<file path="src/assert_macros.svh">
// ----------------------------------------------------------------------------
// assert_macros
// shared concurrent assertion macros for the frame parser
// ----------------------------------------------------------------------------
`ifndef ASSERT_MACROS_SVH
`define ASSERT_MACROS_SVH

// same-cycle implication, checked out of reset
`define ASSERT_SAME(label, clk, rst_n, ante, cons) \
    label: assert property (@(posedge clk) disable iff (!(rst_n)) (ante) |-> (cons)) \
        else $error("assertion failed: label");

// next-cycle implication, checked out of reset
`define ASSERT_NEXT(label, clk, rst_n, ante, cons) \
    label: assert property (@(posedge clk) disable iff (!(rst_n)) (ante) |=> (cons)) \
        else $error("assertion failed: label");

`endif

</file>
<file path="src/lcfp_pkg.sv">
`timescale 1ns / 1ps
// ----------------------------------------------------------------------------
// lcfp_pkg
// types and constants of the length / checksum frame parser
// ----------------------------------------------------------------------------
package lcfp_pkg;

    localparam int BYTE_W      = 8;
    localparam int COUNT_W     = 32;
    localparam int LEN_W       = 3;
    localparam int FILL_W      = 3;
    localparam int NUM_PAYLOAD = 4;
    localparam int ADDR_W      = 2;
    localparam int DATA_W      = 32;

    localparam logic [BYTE_W-1:0] HEADER_RESET = 8'hAA;
    localparam logic [ADDR_W-1:0] REG_HEADER   = 2'd0;

    typedef logic [BYTE_W-1:0] byte_t;

    // parser phase
    typedef enum logic [1:0] {
        PH_HUNT = 2'd0,
        PH_LEN  = 2'd1,
        PH_BODY = 2'd2,
        PH_SUM  = 2'd3
    } phase_t;

    // event code of one result item
    typedef enum logic [1:0] {
        EV_NONE    = 2'd0,
        EV_GOOD    = 2'd1,
        EV_LEN_ERR = 2'd2,
        EV_SUM_ERR = 2'd3
    } event_t;

    typedef struct packed {
        event_t                         event_res;
        logic [COUNT_W-1:0]             good_frames;
        logic [COUNT_W-1:0]             bad_frames;
        logic [LEN_W-1:0]               payload_count;
        byte_t                          command;
        logic [NUM_PAYLOAD-1:0][BYTE_W-1:0] payload;
    } result_t;

endpackage

</file>
<file path="src/lcfp_parser.sv">
`timescale 1ns / 1ps
// ----------------------------------------------------------------------------
// lcfp_parser
// frame state machine, body store, running checksum and frame counters;
// builds the result of the byte presented this cycle
// ----------------------------------------------------------------------------
module lcfp_parser #(
    parameter int MAX_PAYLOAD = 4
) (
    input  logic              aclk,
    input  logic              aresetn,
    input  lcfp_pkg::byte_t   header_byte,
    input  logic              in_fire,
    input  lcfp_pkg::byte_t   rx_byte,
    output lcfp_pkg::result_t res
);

    localparam int BODY_DEPTH = MAX_PAYLOAD + 1;
    localparam int IDX_W      = $clog2(BODY_DEPTH);

    lcfp_pkg::phase_t                phase_reg, phase_next;
    logic [lcfp_pkg::LEN_W-1:0]      frame_len_reg, frame_len_next;
    logic [lcfp_pkg::FILL_W-1:0]     fill_reg, fill_next, fill_inc;
    lcfp_pkg::byte_t                 sum_reg, sum_next;
    logic [lcfp_pkg::COUNT_W-1:0]    ok_reg, ok_next, err_reg, err_next;
    lcfp_pkg::byte_t                 body_store [BODY_DEPTH];
    logic                            body_we;
    logic                            len_too_big;
    lcfp_pkg::event_t                event_code;
    logic [lcfp_pkg::NUM_PAYLOAD-1:0][lcfp_pkg::BYTE_W-1:0] pay;

    assign len_too_big = rx_byte > lcfp_pkg::BYTE_W'(MAX_PAYLOAD);
    assign fill_inc    = fill_reg + 3'd1;

    // next state of the parser
    always_comb begin
        phase_next     = phase_reg;
        frame_len_next = frame_len_reg;
        fill_next      = fill_reg;
        sum_next       = sum_reg;
        body_we        = 1'b0;
        case (phase_reg)
            lcfp_pkg::PH_HUNT: begin
                if (rx_byte == header_byte) begin
                    phase_next = lcfp_pkg::PH_LEN;
                end
            end
            lcfp_pkg::PH_LEN: begin
                if (len_too_big) begin
                    phase_next = lcfp_pkg::PH_HUNT;
                    fill_next  = '0;
                    sum_next   = '0;
                end else begin
                    frame_len_next = rx_byte[lcfp_pkg::LEN_W-1:0];
                    sum_next       = rx_byte;
                    fill_next      = '0;
                    phase_next     = lcfp_pkg::PH_BODY;
                end
            end
            lcfp_pkg::PH_BODY: begin
                body_we   = fill_reg < lcfp_pkg::FILL_W'(BODY_DEPTH);
                fill_next = fill_inc;
                sum_next  = sum_reg + rx_byte;
                if ({1'b0, fill_inc} >= ({1'b0, frame_len_reg} + 4'd1)) begin
                    phase_next = lcfp_pkg::PH_SUM;
                end
            end
            lcfp_pkg::PH_SUM: begin
                fill_next  = '0;
                sum_next   = '0;
                phase_next = (rx_byte == header_byte) ? lcfp_pkg::PH_LEN
                                                      : lcfp_pkg::PH_HUNT;
            end
            default: begin
                phase_next = lcfp_pkg::PH_HUNT;
            end
        endcase
    end

    // event of this byte
    always_comb begin
        case (phase_reg)
            lcfp_pkg::PH_LEN: begin
                event_code = len_too_big ? lcfp_pkg::EV_LEN_ERR : lcfp_pkg::EV_NONE;
            end
            lcfp_pkg::PH_SUM: begin
                event_code = (rx_byte == sum_reg) ? lcfp_pkg::EV_GOOD
                                                  : lcfp_pkg::EV_SUM_ERR;
            end
            default: begin
                event_code = lcfp_pkg::EV_NONE;
            end
        endcase
    end

    assign ok_next  = ok_reg + lcfp_pkg::COUNT_W'(event_code == lcfp_pkg::EV_GOOD);
    assign err_next = err_reg + lcfp_pkg::COUNT_W'((event_code == lcfp_pkg::EV_LEN_ERR) ||
                                                   (event_code == lcfp_pkg::EV_SUM_ERR));

    // payload bytes present in the stored frame
    for (genvar gi = 0; gi < lcfp_pkg::NUM_PAYLOAD; gi++) begin : g_pay
        if (gi + 1 < BODY_DEPTH) begin : g_used
            assign pay[gi] = (lcfp_pkg::LEN_W'(gi) < frame_len_reg) ? body_store[gi + 1]
                                                                    : '0;
        end else begin : g_unused
            assign pay[gi] = '0;
        end
    end

    // result item
    always_comb begin
        res               = '0;
        res.event_res     = event_code;
        res.good_frames   = ok_next;
        res.bad_frames    = err_next;
        if (event_code == lcfp_pkg::EV_GOOD) begin
            res.payload_count = frame_len_reg;
            res.command       = body_store[0];
            res.payload       = pay;
        end
    end

    // control state
    always_ff @(posedge aclk) begin
        if (!aresetn) begin
            phase_reg     <= lcfp_pkg::PH_HUNT;
            frame_len_reg <= '0;
            fill_reg      <= '0;
            sum_reg       <= '0;
            ok_reg        <= '0;
            err_reg       <= '0;
        end else if (in_fire) begin
            phase_reg     <= phase_next;
            frame_len_reg <= frame_len_next;
            fill_reg      <= fill_next;
            sum_reg       <= sum_next;
            ok_reg        <= ok_next;
            err_reg       <= err_next;
        end
    end

    // body store, command then payload
    always_ff @(posedge aclk) begin
        if (in_fire && body_we) begin
            body_store[fill_reg[IDX_W-1:0]] <= rx_byte;
        end
    end

endmodule

</file>
<file path="src/lcfp_out_stage.sv">
`timescale 1ns / 1ps
// ----------------------------------------------------------------------------
// lcfp_out_stage
// result register between the parser and the output channel
// ----------------------------------------------------------------------------
module lcfp_out_stage (
    input  logic              aclk,
    input  logic              aresetn,
    input  logic              in_valid,
    output logic              in_ready,
    input  lcfp_pkg::result_t in_res,
    output logic              out_valid,
    input  logic              out_ready,
    output lcfp_pkg::result_t out_res
);

    logic              valid_reg, valid_next;
    lcfp_pkg::result_t data_reg;

    // free when empty or being drained this cycle
    assign in_ready = !valid_reg || out_ready;

    always_comb begin
        valid_next = valid_reg;
        if (in_valid && in_ready) begin
            valid_next = 1'b1;
        end else if (out_ready) begin
            valid_next = 1'b0;
        end
    end

    always_ff @(posedge aclk) begin
        if (!aresetn) begin
            valid_reg <= 1'b0;
        end else begin
            valid_reg <= valid_next;
        end
    end

    // payload holds until the next item is loaded
    always_ff @(posedge aclk) begin
        if (in_valid && in_ready) begin
            data_reg <= in_res;
        end
    end

    assign out_valid = valid_reg;
    assign out_res   = data_reg;

endmodule

</file>
<file path="src/length_checksum_frame_parser_unit.sv">
// the result item of an accepted byte is registered and shown on the m_ side in the following cycle
// throughput: one byte per cycle while m_ready holds, set by the single result register stage
// s_ready is high whenever the result register is empty or being taken
// reset (aresetn low, synchronous) returns to header hunting, clears both
// frame counters and reloads header_byte with 0xAA
`timescale 1ns / 1ps
`include "assert_macros.svh"
// ----------------------------------------------------------------------------
// length_checksum_frame_parser_unit
// byte stream frame parser: header, length, command and payload, checksum
// ----------------------------------------------------------------------------
module length_checksum_frame_parser_unit #(
    parameter int MAX_PAYLOAD = 4
) (
    input  logic                          aclk,
    input  logic                          aresetn,
    // configuration port
    input  logic                          psel,
    input  logic                          penable,
    input  logic                          pwrite,
    input  logic [lcfp_pkg::ADDR_W-1:0]   paddr,
    input  logic [lcfp_pkg::DATA_W-1:0]   pwdata,
    output logic [lcfp_pkg::DATA_W-1:0]   prdata,
    output logic                          pready,
    // input channel
    input  logic                          s_valid,
    output logic                          s_ready,
    input  logic [7:0]                    s_rx_byte,
    // result channel
    output logic                          m_valid,
    input  logic                          m_ready,
    output logic [1:0]                    m_event_res,
    output logic [31:0]                   m_good_frames,
    output logic [31:0]                   m_bad_frames,
    output logic [2:0]                    m_payload_count,
    output logic [7:0]                    m_command,
    output logic [7:0]                    m_payload_0,
    output logic [7:0]                    m_payload_1,
    output logic [7:0]                    m_payload_2,
    output logic [7:0]                    m_payload_3
);

    lcfp_pkg::byte_t   header_reg;
    logic              cfg_we;
    logic              in_fire;
    lcfp_pkg::result_t parse_res;
    lcfp_pkg::result_t out_res;
    logic              out_good;
    logic              out_quiet;

    // configuration register
    assign pready = 1'b1;
    assign cfg_we = psel && penable && pwrite && (paddr == lcfp_pkg::REG_HEADER);

    always_ff @(posedge aclk) begin
        if (!aresetn) begin
            header_reg <= lcfp_pkg::HEADER_RESET;
        end else if (cfg_we) begin
            header_reg <= pwdata[lcfp_pkg::BYTE_W-1:0];
        end
    end

    always_comb begin
        prdata = '0;
        if (paddr == lcfp_pkg::REG_HEADER) begin
            prdata = lcfp_pkg::DATA_W'(header_reg);
        end
    end

    assign in_fire = s_valid && s_ready;

    lcfp_parser #(
        .MAX_PAYLOAD (MAX_PAYLOAD)
    ) u_parser (
        .aclk        (aclk),
        .aresetn     (aresetn),
        .header_byte (header_reg),
        .in_fire     (in_fire),
        .rx_byte     (s_rx_byte),
        .res         (parse_res)
    );

    lcfp_out_stage u_out (
        .aclk      (aclk),
        .aresetn   (aresetn),
        .in_valid  (s_valid),
        .in_ready  (s_ready),
        .in_res    (parse_res),
        .out_valid (m_valid),
        .out_ready (m_ready),
        .out_res   (out_res)
    );

    // unpack the result item
    assign m_event_res     = out_res.event_res;
    assign m_good_frames   = out_res.good_frames;
    assign m_bad_frames    = out_res.bad_frames;
    assign m_payload_count = out_res.payload_count;
    assign m_command       = out_res.command;
    assign m_payload_0     = out_res.payload[0];
    assign m_payload_1     = out_res.payload[1];
    assign m_payload_2     = out_res.payload[2];
    assign m_payload_3     = out_res.payload[3];

    // checks
    assign out_good  = m_valid && (m_event_res == lcfp_pkg::EV_GOOD);
    assign out_quiet = (m_payload_count == 3'd0) && (m_command == 8'd0);

    `ASSERT_NEXT(a_accept_fills, aclk, aresetn, in_fire, m_valid)
    `ASSERT_SAME(a_ready_when_empty, aclk, aresetn, !m_valid, s_ready)
    `ASSERT_SAME(a_good_len, aclk, aresetn, out_good, m_payload_count <= 3'(MAX_PAYLOAD))
    `ASSERT_SAME(a_quiet_fields, aclk, aresetn, m_valid && !out_good, out_quiet)

endmodule
</file>
<file path="config.mk">
export PLATFORM = sky130hd
export DESIGN_NAME = length_checksum_frame_parser_unit
export DESIGN_NICKNAME = d
export VERILOG_FILES = /design/src/lcfp_pkg.sv /design/src/lcfp_parser.sv /design/src/lcfp_out_stage.sv /design/src/length_checksum_frame_parser_unit.sv
export VERILOG_INCLUDE_DIRS = /design/src /design/src/src
export SDC_FILE = /design/constraint.sdc
export NUM_CORES = 1
export LEC_CHECK = 0
export BUFFER_PORTS_ARGS = -buffer_cell sky130_fd_sc_hd__buf_2
export CORE_UTILIZATION = 50
export DETAILED_ROUTE_END_ITERATION = 8
export PLACE_DENSITY = 0.73
export SLEW_MARGIN = 30
export SYNTH_ARGS = -nofsm -noshare
export SYNTH_HDL_FRONTEND = slang
export SYNTH_SLANG_ARGS = --single-unit
</file>
<file path="constraint.sdc">
create_clock -name aclk -period 13.35 [get_ports aclk]
set_input_delay 2.67 -clock aclk [delete_from_list [all_inputs] [get_ports aclk]]
set_output_delay 2.67 -clock aclk [all_outputs]
set_load 0.03 [all_outputs]
</file>
==> results of run 1 <==
[critical path, cell delays in order]
cell     delay (ns)
buf_2          0.26
ha_1           0.34
nor4_1         0.33
and3_1         0.47
and2_1         0.29
ha_1           0.21
ha_1           0.22
nand3_1        0.20
or2_1          0.39
or3_1          0.54
or4_1          0.51
a21oi_1        0.15
[area by class of cell]
cell class | instances | area, um^2
flip-flops and latches | 238 | 6260
multi-input cells | 614 | 3810
fillers | 1690 | 8290
clock inverters | 12 | 118
repair buffers | 150 | 768
well taps | 270 | 338
inverters | 9 | 38.8
clock buffers | 34 | 679
[report_power, final]
group	leakage (nW)	internal, W	switching [W]	total, W
Combinational	2.12	0.0000182	0.0000758	0.0000940
Sequential	2.17	0.000796	0.00000454	0.000801
Clock	0.380	0.000395	0.000273	0.000669
Total	4.67	0.00121	0.000354	0.00156
[how the worst max path moves through the flow]
stage / to / slack, ns
final: u_parser.ok_reg[28]$_SDFFE_PN0P_ / 7.22
after global placement: u_parser.ok_reg[28]$_SDFFE_PN0P_ / 6.79
after global routing: u_parser.ok_reg[28]$_SDFFE_PN0P_ / 6.94
after floorplan: u_parser.err_reg[12]$_SDFFE_PN0P_ / 6.08
after CTS: prdata[5] / 7.23
after detailed placement: u_parser.ok_reg[28]$_SDFFE_PN0P_ / 6.75
[cell usage in the layout (no fill, tap or decap), types with 4 or more instances in the layout]
cell / Yosys / layout
a21o_1: 4 / 4
a21oi_1: 31 / 31
and2_1: 46 / 46
and3_1: 19 / 19
and4_1: 5 / 5
buf_2: 4 / 143
buf_4: 25 / 7
clkbuf_1: 44 / 7
clkbuf_16: 0 / 25
conb_1: 2 / 25
dfxtp_1: 89 / 89
edfxtp_1: 149 / 149
ha_1: 16 / 16
inv_1: 8 / 7
mux2i_1: 12 / 12
nand2_1: 51 / 51
nand2b_1: 4 / 4
nand3_1: 32 / 32
nand4_1: 33 / 33
nor2_1: 100 / 100
nor3_1: 21 / 21
nor3b_1: 4 / 4
nor4_1: 14 / 14
o21ai_0: 12 / 12
o21ai_1: 4 / 4
o31ai_1: 6 / 6
or2_1: 4 / 4
or3_1: 18 / 18
or4_1: 6 / 6
xnor2_1: 62 / 62
xor2_1: 56 / 56
[kinds of logic (layout without fill, tap and decap cells)]
family / Yosys count / in the layout / share of synthesized area, %
buffers and inverters: 82 / 205 / 3.91
AOI/OAI and AO/OA: 73 / 73 / 4.18
DFF: 238 / 238 / 60.2
muxes: 12 / 12 / 1.16
xor gates and xnor gates: 118 / 118 / 9.95
adders and majority gates: 17 / 17 / 2.12
other: 2 / 25 / 0.0723
and+or+nand+nor: 369 / 369 / 18.4
[through the flow]
step	power (W)	util, %	std cells	setup WS [ns]	hold slack [ns]
final	0.00156	59.2	1327	7.22	0.463
after global routing	0.00161	59.2	1327	6.94	0.482
after CTS	0.00158	59.2	1327	7.23	0.465
after detailed placement	0.000911	55.2	1281	6.75	0.457
after global placement	0.000910	55.2	1281	6.79	0.446
after floorplan	0.000888	-	934	6.08	0.436
[per-layer routing]
layer	routed length [um]	global-route usage, %	vias up
li1	-	-	3428
met1	9500	27.0	3318
met2	9710	31.7	186
met3	1070	2.97	19
met4	214	4.11	0
met5	0	0	-
==> results.md, run 1 <==
- Power per cell area: 130 nW/um^2
- PortBufs: 143
- R2R Setup Slk: 9.32 ns
- GRT overflow: 0
- Post_cts resized: 0
- First-pass GRT wire length: 32,900 um
- Number of flops mapped to enable cells by yosys: 149
- Yosys warns: 0
- Remaining DRCs: 0
- Tcrit/Tclk final: 46.0%
- Num Clock Sinks: 238
- Slew margin rel.: 51.3%
- Top cell type's share of synthesized area: 43.1%
- Outcome: finished clean
- Synthesized area per cell: 11.4 um^2
- Syn-to-layout area delta: 15.6%
- Pin count of the biggest net entering global routing: 84
- Netlist Area Pre-Place: 10,400 um^2
- Starting Density: 51.2%
- Most used DFF post-synth: edfxtp_1
- Die height: 146 um
- Die width: 146 um
- Placed cell area: 11,200 um^2
- Layout cells sized above 1: 18.2%
- Io pins: 193
- CTS tree: yes
- DR pass1 iterations: 4
- Final setup fails: 0
- Min-delay worst type: reg2reg
- Hold Crit Start: u_parser.sum_reg[5]$_SDFFE_PN0P_
- Seq/Total Area, Yosys: 60.2%
- Final TNS setup: 0 ns
- Reg2Reg Depth: 11
- Post-DRT Antenna Nets: 0
- Final Hold Fails: 0
- CORE AREA: 20,300 um^2
- Startpoint types: input port
- Worst setup EP type: register
- Crit path time final: 6.13 ns
- Vias: 6,951
- Maximum capacitance violations: 0
- Hold Crit Endpoint: u_parser.sum_reg[5]$_SDFFE_PN0P_
- Initial antenna violation count: 0
- Largest cells by area after synthesis: edfxtp_1 43%, dfxtp_1 17%, xnor2_1 5.2%
- Std cell rows: 52
- Yosys top cell by area: edfxtp_1
- Fmax: 163 MHz
- CTS clk-pin slew, worst paths: 0.06 ns
- Setup Crit Path Kind: in2reg
- #FFs+latches synth: 238
- VDD IR-drop max: 70.2 uV
- Final GP Congestion: 0.821
- Clock Skews: 0.0173 ns
- Crit Path Max Fanout: 14
- Clock Latency Late Sink: 0.52 ns
- 1st-iter DRT viols: 422
- Hold depth: 2
- Drt wl/cell: 15.4 um
- CTS Hold Bufs: 0
- Largest register FFs: 109
- Clock Tree Buf Depth: 3
- Most common cell in the netlist: edfxtp_1
- Design Area, Final: 12,000 um^2
- FF-to-FF Start: u_parser.sum_reg[3]$_SDFFE_PN0P_
- Synth cell types: 48
- GRT Overall Usage: 19.3%
- Fin. max-slew vios: 0
- Post-CTS setup buffers: 0
- Htree depth: 1
- Vias in the first global route: 6,318
- Final wirelength: 20,500 um
- R2r endpoint: u_parser.ok_reg[28]$_SDFFE_PN0P_
- Crit path arrival time: 6.58 ns
- Async SR Flop Fraction: 0%
- RSZ-0062 raised after global routing: no
- # diodes: 0
- Clk root buf: clkbuf_16
- Commonest cells post-synth: 149 x edfxtp_1, 100 x nor2_1, 89 x dfxtp_1
- Worst Path Required: 13.80 ns
- Slew @ Worst Pin: 0.730 ns
- Syn Inst Count: 911
- Hpwl dp: 13,400 um
- Worst Setup SP: s_rx_byte[2]
- CTS Buf Count: 25
- Final net count: 1,104
- Leak Pwr: 4.67 nW
- Die area: 21,400 um^2
- Vias per cell: 5.24
Power figures use the tool's default switching activity.
==> run 2: changes to the inputs <==
--- a/config.mk
+++ b/config.mk
@@ -6,6 +6,7 @@
 export SDC_FILE = /design/constraint.sdc
 export NUM_CORES = 1
 export LEC_CHECK = 0
+export ABC_AREA = 1
 export BUFFER_PORTS_ARGS = -buffer_cell sky130_fd_sc_hd__buf_2
 export CORE_UTILIZATION = 50
 export DETAILED_ROUTE_END_ITERATION = 8
==> constraint.sdc (replaced) <==
create_clock -name aclk -period 6.45 [get_ports aclk]
set_input_delay 1.29 -clock aclk [delete_from_list [all_inputs] [get_ports aclk]]
set_output_delay 1.29 -clock aclk [all_outputs]
set_load 0.03 [all_outputs]
==> run 2 against run 1 <==
Net effect: flip-flop and latch count stayed put; global-route usage hardly changed; clock skew is 0.0071 ns lower; worst setup slack worse by 4.6 ns; utilization hardly changed; via count is 15% higher; non-clock buffer count is 4 lower.
==> results.md, run 2 <==
- Fin util: 59.2%
- Sw Share: 25.2%
- Die width: 149 um
- Final TNS setup: 0 ns
- Starting Density: 51.2%
- Slowest cell on the critical path: nor4_1
- Power per cell area: 273 nW/um^2
- Largest cells by area after synthesis: edfxtp_1 41%, dfxtp_1 16%, nand2_1 7.1%
- Final GP Congestion: 0.868
- Crit path time final: 3.80 ns
- Tcrit/Tclk final: 58.9%
- Post-Layout Cell Count: 1,630
- VDD IR-drop max: 179 uV
- Startpoint types: input port
- Drt wl/cell: 13.3 um
- Inst Count DP: 1,584
- Initial antenna violation count: 0
- Netlist Area Pre-Place: 10,800 um^2
- Most common cell in the netlist: nand2_1
- Largest register FFs: 109
- GRT Overall Usage: 19.3%
- Most common cell after layout, fill and taps aside: nand2_1
- Most frequent cells in the layout: 204 x nand2_1, 200 x inv_1, 149 x edfxtp_1
- Slew margin rel.: 32.4%
- Remaining DRCs: 0
- Post-CTS setup buffers: 0
- Fin. max-slew vios: 0
- 1st-iter DRT viols: 514
- DR pass1 iterations: 5
- CP Cell Sequence: buf_2 > ha_1 > nor4_1 > nand3_1 > nor2_2 > ha_1 > ha_1 > inv_1 > nor4_1 > nand2_1 > nand2_1 > nand2_1
- Worst Path Required: 6.71 ns
- R2R Setup Slk: 3.32 ns
- GRT overflow: 0
- CTS Buf Count: 25
- Top cell type's share of synthesized area: 41.3%
- Pin count of the biggest net entering global routing: 97
- CTS Hold Bufs: 0
- Die height: 149 um
- Comb pwr share: 10.0%
- Crit Path Max Fanout: 8
- Slew @ Worst Pin: 1.01 ns
- Min-delay worst type: reg2reg
- Sequential power share: 50.9%
- CTS clk-pin slew, worst paths: 0.06 ns
- Commonest cells post-synth: 205 x nand2_1, 200 x inv_1, 149 x edfxtp_1
- PortBufs: 143
- Worst setup EP type: register
- Layout cells sized above 1: 16.5%
- Yosys top cell by area: edfxtp_1
- Post-DRT Antenna Nets: 0
- FF-to-FF Start: u_parser.sum_reg[3]$_SDFFE_PN0P_
- Die area: 22,300 um^2
- Vias in the first global route: 7,310
- Synthesized area per cell: 9.12 um^2
- Clk root buf: clkbuf_16
- Critical path's largest stage delay: 0.59 ns
- Vias per cell: 4.92
- Crit path arrival time: 4.06 ns
- Syn-to-layout area delta: 15.5%
- Final worst-path setup slack: 2.65 ns
- Clk pwr share: 39.2%
- Final Hold Fails: 0
- # diodes: 0
- Final setup fails: 0
- Final net count: 1,402
- Clock Latency Late Sink: 0.51 ns
- CORE AREA: 21,200 um^2
- Maximum capacitance violations: 0
- Vias: 8,018
- Final-layout fill cell count: 1,802
- Hpwl dp: 14,700 um
- Post_cts resized: 0
- Seq/Total Area, Yosys: 57.7%
- Io pins: 193
- Internal: 0.00256 W
- Switching power: 0.000864 W
- CTS tree: yes
- Num Clock Sinks: 238
- Yosys warns: 0
- Syn Inst Count: 1,188
- #FFs+latches synth: 238
- Worst Setup SP: s_rx_byte[3]
- Synth cell types: 45
- Std cell rows: 53
- First-pass GRT wire length: 34,600 um
- Outcome: finished clean
- Clock Skews: 0.0101 ns
- Leak Pwr: 5.81 nW
- Hold Crit Start: u_parser.sum_reg[4]$_SDFFE_PN0P_
- Pre-CTS WS: 2.16 ns
- Async SR Flop Fraction: 0%
- Most used DFF post-synth: edfxtp_1
- Final wirelength: 21,700 um
- Htree depth: 1
- Number of flops mapped to enable cells by yosys: 149
- RSZ-0062 raised after global routing: no
- Clock Tree Buf Depth: 3
- Setup Crit Path Kind: in2reg
- Fmax: 263 MHz
- Pwr Total: 0.00342 W
run 2: cell count changes after synthesis, sizes merged, moves of 17 or more:
cell | previous run | this run
inv | 9 | 207
nand4 | 33 | 13
a21oi | 31 | 67
nor2 | 100 | 157
nand3 | 32 | 60
xnor2 | 62 | 9
or3 | 18 | 0
and2 | 46 | 1
xor2 | 56 | 33
clkbuf | 44 | 18
nand2 | 52 | 212
and3 | 19 | 2
o21ai | 16 | 67
run 2: final timing paths:
kind	end	cells past startpoint
worst max-delay path	u_out.out_res[101]$_DFFE_PP_	12
worst min register to register	u_parser.sum_reg[4]$_SDFFE_PN0P_	2
worst max register to register	u_out.out_res[101]$_DFFE_PP_	11
worst min-delay path	u_parser.sum_reg[4]$_SDFFE_PN0P_	2
run 2: worst max-delay path: cells and delay by family:
| family | cells | cell delay, ns |
|---|---|---|
| buffers and inverters | 2 | 0.27 |
| AND/OR/NAND/NOR | 7 | 1.63 |
| adder cells (fa/ha/maj) | 3 | 0.87 |
run 2: cells by family (layout without fill, tap and decap cells):
kind of cell,after synthesis,after routing,share of synthesized area [%]
AOI/OAI and AO/OA,150,150,7.38
xor gates and xnor gates,42,42,3.39
adders and majority gates,17,17,2.03
buffers and inverters,257,401,9.80
DFF,238,238,57.7
other,2,25,0.0693
and+or+nand+nor,482,482,19.6
run 2: layout make-up:
type,instances,area [um^2],area share (%)
sequential,238,6260,50.0
multi-input combinational,716,3620,28.9
inverter,209,790,6.31
timing repair buffer,146,738,5.90
clock buffer,31,668,5.34
tap,275,344,2.75
clock inverter,15,101,0.810
run 2: power groups by stage:
stage               Sequential, W  Combinational (W)  Clock [W]
floorplan                 0.00186           0.000169          0
global placement          0.00177           0.000336          0
detailed placement        0.00177           0.000342          0
CTS                       0.00174           0.000343    0.00137
global route              0.00175           0.000373    0.00143
finish                    0.00174           0.000341    0.00134
run 2: metrics by stage:
stage               cell area (um^2)  hold WS, ns
finish                         12500        0.475
global route                   12500        0.505
CTS                            12500        0.478
detailed placement             11700        0.465
global placement               11700        0.464
floorplan                      10900        0.449
run 2: per-layer routing:
metal	track usage [%]	routed length [um]	vias to the layer above
met3	2.84	1030	39
met5	0	0	-
met4	6.07	501	0
met1	25.4	9760	3695
met2	32.7	10400	196
li1	-	-	4088
